### config.mk
export PLATFORM = sky130hd
export DESIGN_NAME = lottery_task_select_top
export DESIGN_NICKNAME = d
export VERILOG_FILES = /design/src/design/lts_pkg.sv /design/src/design/lts_mod_pipe.sv /design/src/design/lottery_task_select_top.sv
export SDC_FILE = /design/constraint.sdc
export NUM_CORES = 1
export LEC_CHECK = 0
export ABC_AREA = 1
export BUFFER_PORTS_ARGS = -buffer_cell sky130_fd_sc_hd__buf_2
export CAP_MARGIN = 10
export CORE_ASPECT_RATIO = 0.9
export CORE_MARGIN = 2
export CORE_UTILIZATION = 30
export DETAILED_ROUTE_END_ITERATION = 10
export PLACE_DENSITY_LB_ADDON = 0.25
export RECOVER_POWER = 100
export SYNTH_ARGS = -nofsm -noshare
export SYNTH_HDL_FRONTEND = slang
export SYNTH_SLANG_ARGS = --single-unit
export TNS_END_PERCENT = 100
### constraint.sdc
create_clock -name clk -period 10.2 [get_ports clk]
set_input_delay 1.02 -clock clk [delete_from_list [all_inputs] [get_ports clk]]
set_output_delay 1.02 -clock clk [all_outputs]
set_load 0.1 [all_outputs]
### src/design/lts_pkg.sv
// lts_pkg: shared types and constants of the lottery task select block.
// Used by lts_mod_pipe and lottery_task_select_top; no dependencies.
package lts_pkg;

  // Task and register counts
  localparam int TASK_COUNT   = 4;
  localparam int REG_COUNT    = 4;
  localparam int ACTIVE_TASKS = (TASK_COUNT < REG_COUNT) ? TASK_COUNT : REG_COUNT;

  // Field widths
  localparam int TICKET_W  = 16;
  localparam int SUM_W     = 18;
  localparam int DRAW_W    = 15;
  localparam int TASK_W    = 2;
  localparam int MASK_W    = 4;
  localparam int CFG_IDX_W = 2;

  // Modulo pipeline shape: MOD_STAGES * STEPS_PER_STAGE covers every draw bit
  localparam int STEPS_PER_STAGE = 3;
  localparam int MOD_STAGES      = DRAW_W / STEPS_PER_STAGE;

  // Configuration register indexes
  localparam logic [CFG_IDX_W-1:0] REG_TICKETS_TASK0 = 2'd0;
  localparam logic [CFG_IDX_W-1:0] REG_TICKETS_TASK1 = 2'd1;
  localparam logic [CFG_IDX_W-1:0] REG_TICKETS_TASK2 = 2'd2;
  localparam logic [CFG_IDX_W-1:0] REG_TICKETS_TASK3 = 2'd3;

  // Ticket counts after reset
  localparam logic [TICKET_W-1:0] TICKETS_RST [REG_COUNT] = '{
    16'd1, 16'd100, 16'd10, 16'd400
  };

  // Result of the modulo pipeline handed to the selection stage
  typedef struct packed {
    logic             valid;
    logic [SUM_W-1:0] rem;
  } lts_mod_res_t;

endpackage

### src/design/lts_mod_pipe.sv
// lts_mod_pipe: pipelined restoring modulo, draw mod ticket total.
// Depends on lts_pkg; three remainder steps per register stage.
module lts_mod_pipe (
  input  logic                       clk,
  input  logic                       rst_n,
  input  logic                       adv,
  input  logic                       in_valid,
  input  logic [lts_pkg::DRAW_W-1:0] in_random_value,
  input  logic [lts_pkg::SUM_W-1:0]  total,
  output lts_pkg::lts_mod_res_t      mod_res
);

  localparam int SW = lts_pkg::SUM_W;
  localparam int NS = lts_pkg::MOD_STAGES;
  localparam int SP = lts_pkg::STEPS_PER_STAGE;
  localparam int DW = lts_pkg::DRAW_W;

  // A group of restoring steps, draw bits taken MSB first
  function automatic logic [SW-1:0] mod_steps(input logic [SW-1:0] rem,
                                              input logic [SP-1:0] bits,
                                              input logic [SW-1:0] tot);
    logic [SW:0]   r;
    logic [SW-1:0] acc;
    acc = rem;
    for (int k = SP - 1; k >= 0; k--) begin
      r = {acc, bits[k]};
      if (r >= {1'b0, tot}) begin
        r = r - {1'b0, tot};
      end
      acc = r[SW-1:0];
    end
    return acc;
  endfunction

  logic          valid_r [NS];
  logic [SW-1:0] rem_r   [NS];
  logic [DW-1:0] draw_r  [NS];

  for (genvar s = 0; s < NS; s++) begin : g_stage
    logic          valid_in;
    logic [SW-1:0] rem_in;
    logic [DW-1:0] draw_in;
    logic [SW-1:0] rem_nxt;

    // stage inputs: first stage starts from a zero remainder
    if (s == 0) begin : g_first
      assign valid_in = in_valid;
      assign rem_in   = '0;
      assign draw_in  = in_random_value;
    end else begin : g_next
      assign valid_in = valid_r[s-1];
      assign rem_in   = rem_r[s-1];
      assign draw_in  = draw_r[s-1];
    end

    assign rem_nxt = mod_steps(rem_in, draw_in[DW-1-SP*s -: SP], total);

    // valid bit travels with the data
    always_ff @(posedge clk) begin
      if (!rst_n) begin
        valid_r[s] <= 1'b0;
      end else if (adv) begin
        valid_r[s] <= valid_in;
      end
    end

    always_ff @(posedge clk) begin
      if (adv) begin
        rem_r[s]  <= rem_nxt;
        draw_r[s] <= draw_in;
      end
    end
  end

  assign mod_res.valid = valid_r[NS-1];
  assign mod_res.rem   = rem_r[NS-1];

endmodule

### src/design/lottery_task_select_top.sv
// Pipeline: five modulo stages of three restoring steps over the 15-bit draw, then
// selection in the output register;
// throughput one request per cycle, fully pipelined; a held result stalls it all.
// Ticket prefix sums are registered from the ticket registers after a write.
// Reset (synchronous, active low) clears all valid bits and loads the ticket
// counts 1, 100, 10, 400.
// lottery_task_select_top: depends on lts_pkg and lts_mod_pipe.
module lottery_task_select_top (
  input  logic                          clk,
  input  logic                          rst_n,
  // request channel
  input  logic                          in_valid,
  output logic                          in_stall,
  input  logic [lts_pkg::DRAW_W-1:0]    in_random_value,
  // result channel
  output logic                          out_valid,
  input  logic                          out_stall,
  output logic [lts_pkg::TASK_W-1:0]    out_chosen_task,
  output logic [lts_pkg::MASK_W-1:0]    out_running_mask,
  output logic                          out_no_tickets,
  // configuration
  input  logic                          cfg_we,
  input  logic [lts_pkg::CFG_IDX_W-1:0] cfg_index,
  input  logic [lts_pkg::TICKET_W-1:0]  cfg_wdata
);

  localparam int SW = lts_pkg::SUM_W;
  localparam int RC = lts_pkg::REG_COUNT;
  localparam int AT = lts_pkg::ACTIVE_TASKS;

  logic [lts_pkg::TICKET_W-1:0] tickets_r [RC];
  logic [SW-1:0]                psum_r    [RC];
  logic [SW-1:0]                psum_nxt  [RC];
  logic                         adv;
  lts_pkg::lts_mod_res_t        mod_res;

  logic                         out_valid_r;
  logic [lts_pkg::TASK_W-1:0]   chosen_r, chosen_nxt;
  logic [lts_pkg::MASK_W-1:0]   mask_r, mask_nxt;
  logic                         none_r, none_nxt;

  // ticket registers
  always_ff @(posedge clk) begin
    if (!rst_n) begin
      for (int i = 0; i < RC; i++) begin
        tickets_r[i] <= lts_pkg::TICKETS_RST[i];
      end
    end else if (cfg_we) begin
      unique case (cfg_index)
        lts_pkg::REG_TICKETS_TASK0: tickets_r[0] <= cfg_wdata;
        lts_pkg::REG_TICKETS_TASK1: tickets_r[1] <= cfg_wdata;
        lts_pkg::REG_TICKETS_TASK2: tickets_r[2] <= cfg_wdata;
        lts_pkg::REG_TICKETS_TASK3: tickets_r[3] <= cfg_wdata;
      endcase
    end
  end

  // running ticket sums; tasks past the active count hold none
  always_comb begin
    logic [SW-1:0] acc;
    acc = '0;
    for (int i = 0; i < RC; i++) begin
      if (i < AT) begin
        acc = acc + SW'(tickets_r[i]);
      end
      psum_nxt[i] = acc;
    end
  end

  always_ff @(posedge clk) begin
    psum_r <= psum_nxt;
  end

  // whole pipeline moves unless a finished result is held
  assign adv      = !(out_valid_r && out_stall);
  assign in_stall = !adv;

  lts_mod_pipe u_mod (
    .clk             (clk),
    .rst_n           (rst_n),
    .adv             (adv),
    .in_valid        (in_valid),
    .in_random_value (in_random_value),
    .total           (psum_r[AT-1]),
    .mod_res         (mod_res)
  );

  // selection: first task whose running sum exceeds the remainder
  always_comb begin
    chosen_nxt = '0;
    for (int i = AT - 1; i >= 0; i--) begin
      if (psum_r[i] > mod_res.rem) begin
        chosen_nxt = lts_pkg::TASK_W'(i);
      end
    end
    none_nxt = (psum_r[AT-1] == '0);
    mask_nxt = none_nxt ? '0 : (lts_pkg::MASK_W'(1) << chosen_nxt);
    if (none_nxt) begin
      chosen_nxt = '0;
    end
  end

  // output register
  always_ff @(posedge clk) begin
    if (!rst_n) begin
      out_valid_r <= 1'b0;
    end else if (adv) begin
      out_valid_r <= mod_res.valid;
    end
  end

  always_ff @(posedge clk) begin
    if (adv && mod_res.valid) begin
      chosen_r <= chosen_nxt;
      mask_r   <= mask_nxt;
      none_r   <= none_nxt;
    end
  end

  assign out_valid        = out_valid_r;
  assign out_chosen_task  = chosen_r;
  assign out_running_mask = mask_r;
  assign out_no_tickets   = none_r;

  // mask agrees with the task index on a real pick
  a_mask_match: assert property (@(posedge clk) disable iff (!rst_n)
    out_valid_r && !none_r |-> $onehot(mask_r) &&
      mask_r == (lts_pkg::MASK_W'(1) << chosen_r))
    else $error("running mask does not match chosen task");

  // a held result freezes the modulo pipeline output
  a_hold: assert property (@(posedge clk) disable iff (!rst_n)
    out_valid_r && out_stall |=> $stable(mod_res))
    else $error("pipeline moved while result was held");

  // a finished remainder always reaches the output register
  a_advance: assert property (@(posedge clk) disable iff (!rst_n)
    mod_res.valid && adv |=> out_valid_r)
    else $error("pipeline request lost at selection stage");

endmodule

==> metrics.txt <==
Sum Neg Setup Slack 0 ns; count of flip-flops with a built-in enable after synthesis about 200; Seq cells post-synth 266; layout cell share with drive strength beyond 1 5.59%; floorplan die height 293 µm; crit-path leading delay family compound AO/OA/AOI/OAI gates; asr flop ratio synth 0%; Least-Margin Pin Slew a little under 4 ns; post-synth design cell area around 28,000 µm²; number of top-level pins 47; total routed wirelength 89,000 µm; capturing element type of the critical path flip-flop; cell type of the slowest stage on the worst timing path a21oi_1; number of buffer cells added on primary ports 46; count of yosys warnings during synthesis 0; failing checks capacitance limit, slew limit; post-CTS setup buffer count 0; clock net sink count 266; vias per std cell 4.89; placed cells 5,152; sequential-to-total area share from yosys stat 26.1%; clock slew seen by the registers of the worst setup and hold paths around 0.06 ns; shortest period the worst path allows around 8.9 ns; quantity of gates resized following cts 0; highest fanout seen on the critical path 25; final design area excluding fillers around 31,000 µm²; Synth Net Count 4,321; row count 105; post-detailed-route count of antenna-violating nets 0; critical path data arrival time 9.26 ns; area grow syn2layout 10.2%; post-layout instance count excluding filler cells 5,218; worst hold path class reg -> reg; number of buffers created by CTS 36; largest net degree at the start of global routing 71; count of distinct cell types in the synthesized netlist 57; clock latency reported for the late side of the worst-skew pair 0.60 ns; first-pass GRT wire length between 100,000 and 150,000 µm; total die area 95,200 µm²; final number of hold-violating endpoints 0; unrepaired setup endpoints after global routing no; worst slew margin relative to its limit -163%; data required time at the worst endpoint 10.58 ns; Initial DRC Count 1,854; Net count, final 4,386; fmax 113 MHz; CTS HTree Levels 2; global-route congestion overflow total 0; count of maximum capacitance violations 5; number of buffers inserted by hold repair at cts 0; diodes inserted 0; crit-path most repeated cell nand2_1; final-report setup violation count 0; Initial Util 30.4%; average wire per standard cell 17.1 µm; first drt pass iteration count 5; Slew Limit Fails approximately 190; final-layout fill cell count between 9k and 10k; critical path type reg -> reg; Period Utilization, post-route 87.0%; TritonCTS clock tree done; standard cell area after detailed placement between 20,000 and 30,000 µm²; cell at the root of the clock tree clkbuf_16; post-DP HPWL 71,200 µm; die boundary width ~330 µm; Setup Skew 0.0371 ns; routed vias 25.5k; vias in the first global route 24.2k; standard cell core area roughly 92,000 µm²; outcome finished, violations left; syn_area_per_cell between 7 and 8 µm²; Critical path buffers and inverters 4; Max stage delay on crit path between 1 and 1.5 ns; number of antenna violations at the first check in global routing 0; DRC violation count after routing 0; startpoint kind of the worst setup timing path flip-flop; aggregate global-route resource usage a little under a fifth; Most used DFF post-synth edfxtp_1; clk buf depth 3; placer congestion estimate 0.914; number of instances in the synthesized netlist ~3.9k
==> per-layer routing <==
layer / vias up / GRT usage, % / part of all wire [%]
li1: 13200 / - / -
met1: 11700 / 27.0 / 51
met2: 562 / 27.9 / 42
met3: 92 / 2.51 / 5.3
met4: 0 / 4.21 / 2.0
met5: - / 0 / 0
==> registers in the layout (all words and copies together) (netlist names) <==
register,flops
out_chosen_task,2
u_mod.valid_r,5
out_running_mask,4
tickets_r,64
out_no_tickets,1
u_mod.draw_r,30
psum_r,69
out_valid,1
u_mod.rem_r,90
==> synthesized netlist by cell type, types with 5 or more instances <==
library cell / instances / share of area, %
inv_1: 447 / 6.0
buf_6: 7 / 0.28
a221oi_1: 5 / 0.16
clkbuf_1: 9 / 0.12
o21ai_1: 51 / 0.92
nor4_1: 6 / 0.13
nand2_1: 1121 / 15
o21ai_2: 7 / 0.22
o211ai_1: 9 / 0.24
a21boi_0: 13 / 0.35
nand3_1: 280 / 5.0
or2_2: 13 / 0.29
dfxtp_1: 71 / 5.1
fa_1: 17 / 1.2
o21ai_0: 139 / 2.5
a21oi_1: 304 / 5.5
buf_2: 27 / 0.49
nand3b_1: 18 / 0.49
nand4_1: 48 / 1.1
o21bai_1: 21 / 0.57
buf_4: 7 / 0.19
nor3_1: 39 / 0.70
edfxtp_1: 195 / 21
xor2_1: 117 / 3.7
nor2_1: 266 / 3.6
xnor2_1: 113 / 3.6
o21a_1: 15 / 0.40
nand2_2: 41 / 0.92
nor2_2: 6 / 0.13
a21oi_2: 6 / 0.19
inv_2: 16 / 0.22
a21o_1: 26 / 0.70
a31oi_1: 16 / 0.36
ha_1: 371 / 17
==> area by class of cell <==
class,instances,area (µm²),area share [%]
flip-flops and latches,266,7280,23.7
clock buffers,50,1020,3.34
clock inverters,16,168,0.547
repair buffers,78,445,1.45
multi-input cells,3114,18500,60.2
inverters,464,1740,5.68
well taps,1230,1540,5.02
==> final timing paths <==
check | startpoint | endpoint | slack [ns] | cells after the start
max | psum_r[14] | u_mod.rem_r[0][72] | 1.32 | 37
min | tickets_r[0][12] | psum_r[66] | 0.37 | 0
max reg2reg | psum_r[14] | u_mod.rem_r[0][72] | 1.32 | 37
min reg2reg | tickets_r[0][12] | psum_r[66] | 0.37 | 0
==> cell usage in the layout (no fill, tap or decap), types with 5 or more instances in the layout <==
cell type,synthesis,final
a221oi_1,5,5
buf_4,7,30
o21ai_0,139,155
o21bai_1,21,21
xnor2_1,113,113
o211ai_1,9,9
nor4_1,6,6
nand4_1,48,48
a21oi_1,304,308
nor2_2,6,6
a31oi_1,16,16
clkbuf_1,9,23
buf_2,27,32
dfxtp_1,71,71
edfxtp_1,195,195
nand2_2,41,38
a21o_1,26,26
clkinv_2,0,6
o21ai_1,51,35
o21ai_2,7,7
nor3_1,39,39
clkbuf_16,0,36
nand3b_1,18,18
nand2_1,1121,1124
or2_2,13,13
nand3_1,280,281
a21boi_0,13,13
o21a_1,15,15
inv_1,447,448
inv_2,16,15
clkbuf_8,0,7
ha_1,371,371
nor2_1,266,266
fa_1,17,17
xor2_1,117,117
==> per-stage QoR <==
stage	hold slack, ns	util (%)	setup WS, ns
floorplan	0.355	-	3.87
global placement	0.362	32.3	2.04
detailed placement	0.363	32.3	1.90
CTS	0.378	33.6	1.87
global route	0.379	33.5	0.572
finish	0.373	33.5	1.32
==> worst register-to-register path: cells and delay by family (launching register included) <==
kind,cells,cell delay [ns]
simple gates,21,3.29
compound gates,9,3.29
fa+ha+maj,3,1.06
buf+inv,4,0.74
flops,1,0.31
==> cell families (layout without fill, tap and decap cells) <==
group	count (synthesis)	after routing	share of synthesized area, %
adders and majority gates	388	388	17.9
xor gates and xnor gates	230	230	7.24
DFF	266	266	26.1
AOI/OAI and AO/OA	626	626	12.6
buffers and inverters	515	608	7.35
and+or+nand+nor	1870	1870	28.8
Power is left out: the tool's default activity adds up to more than one toggle a clock period on the data nets, which glitch-free logic cannot reach.
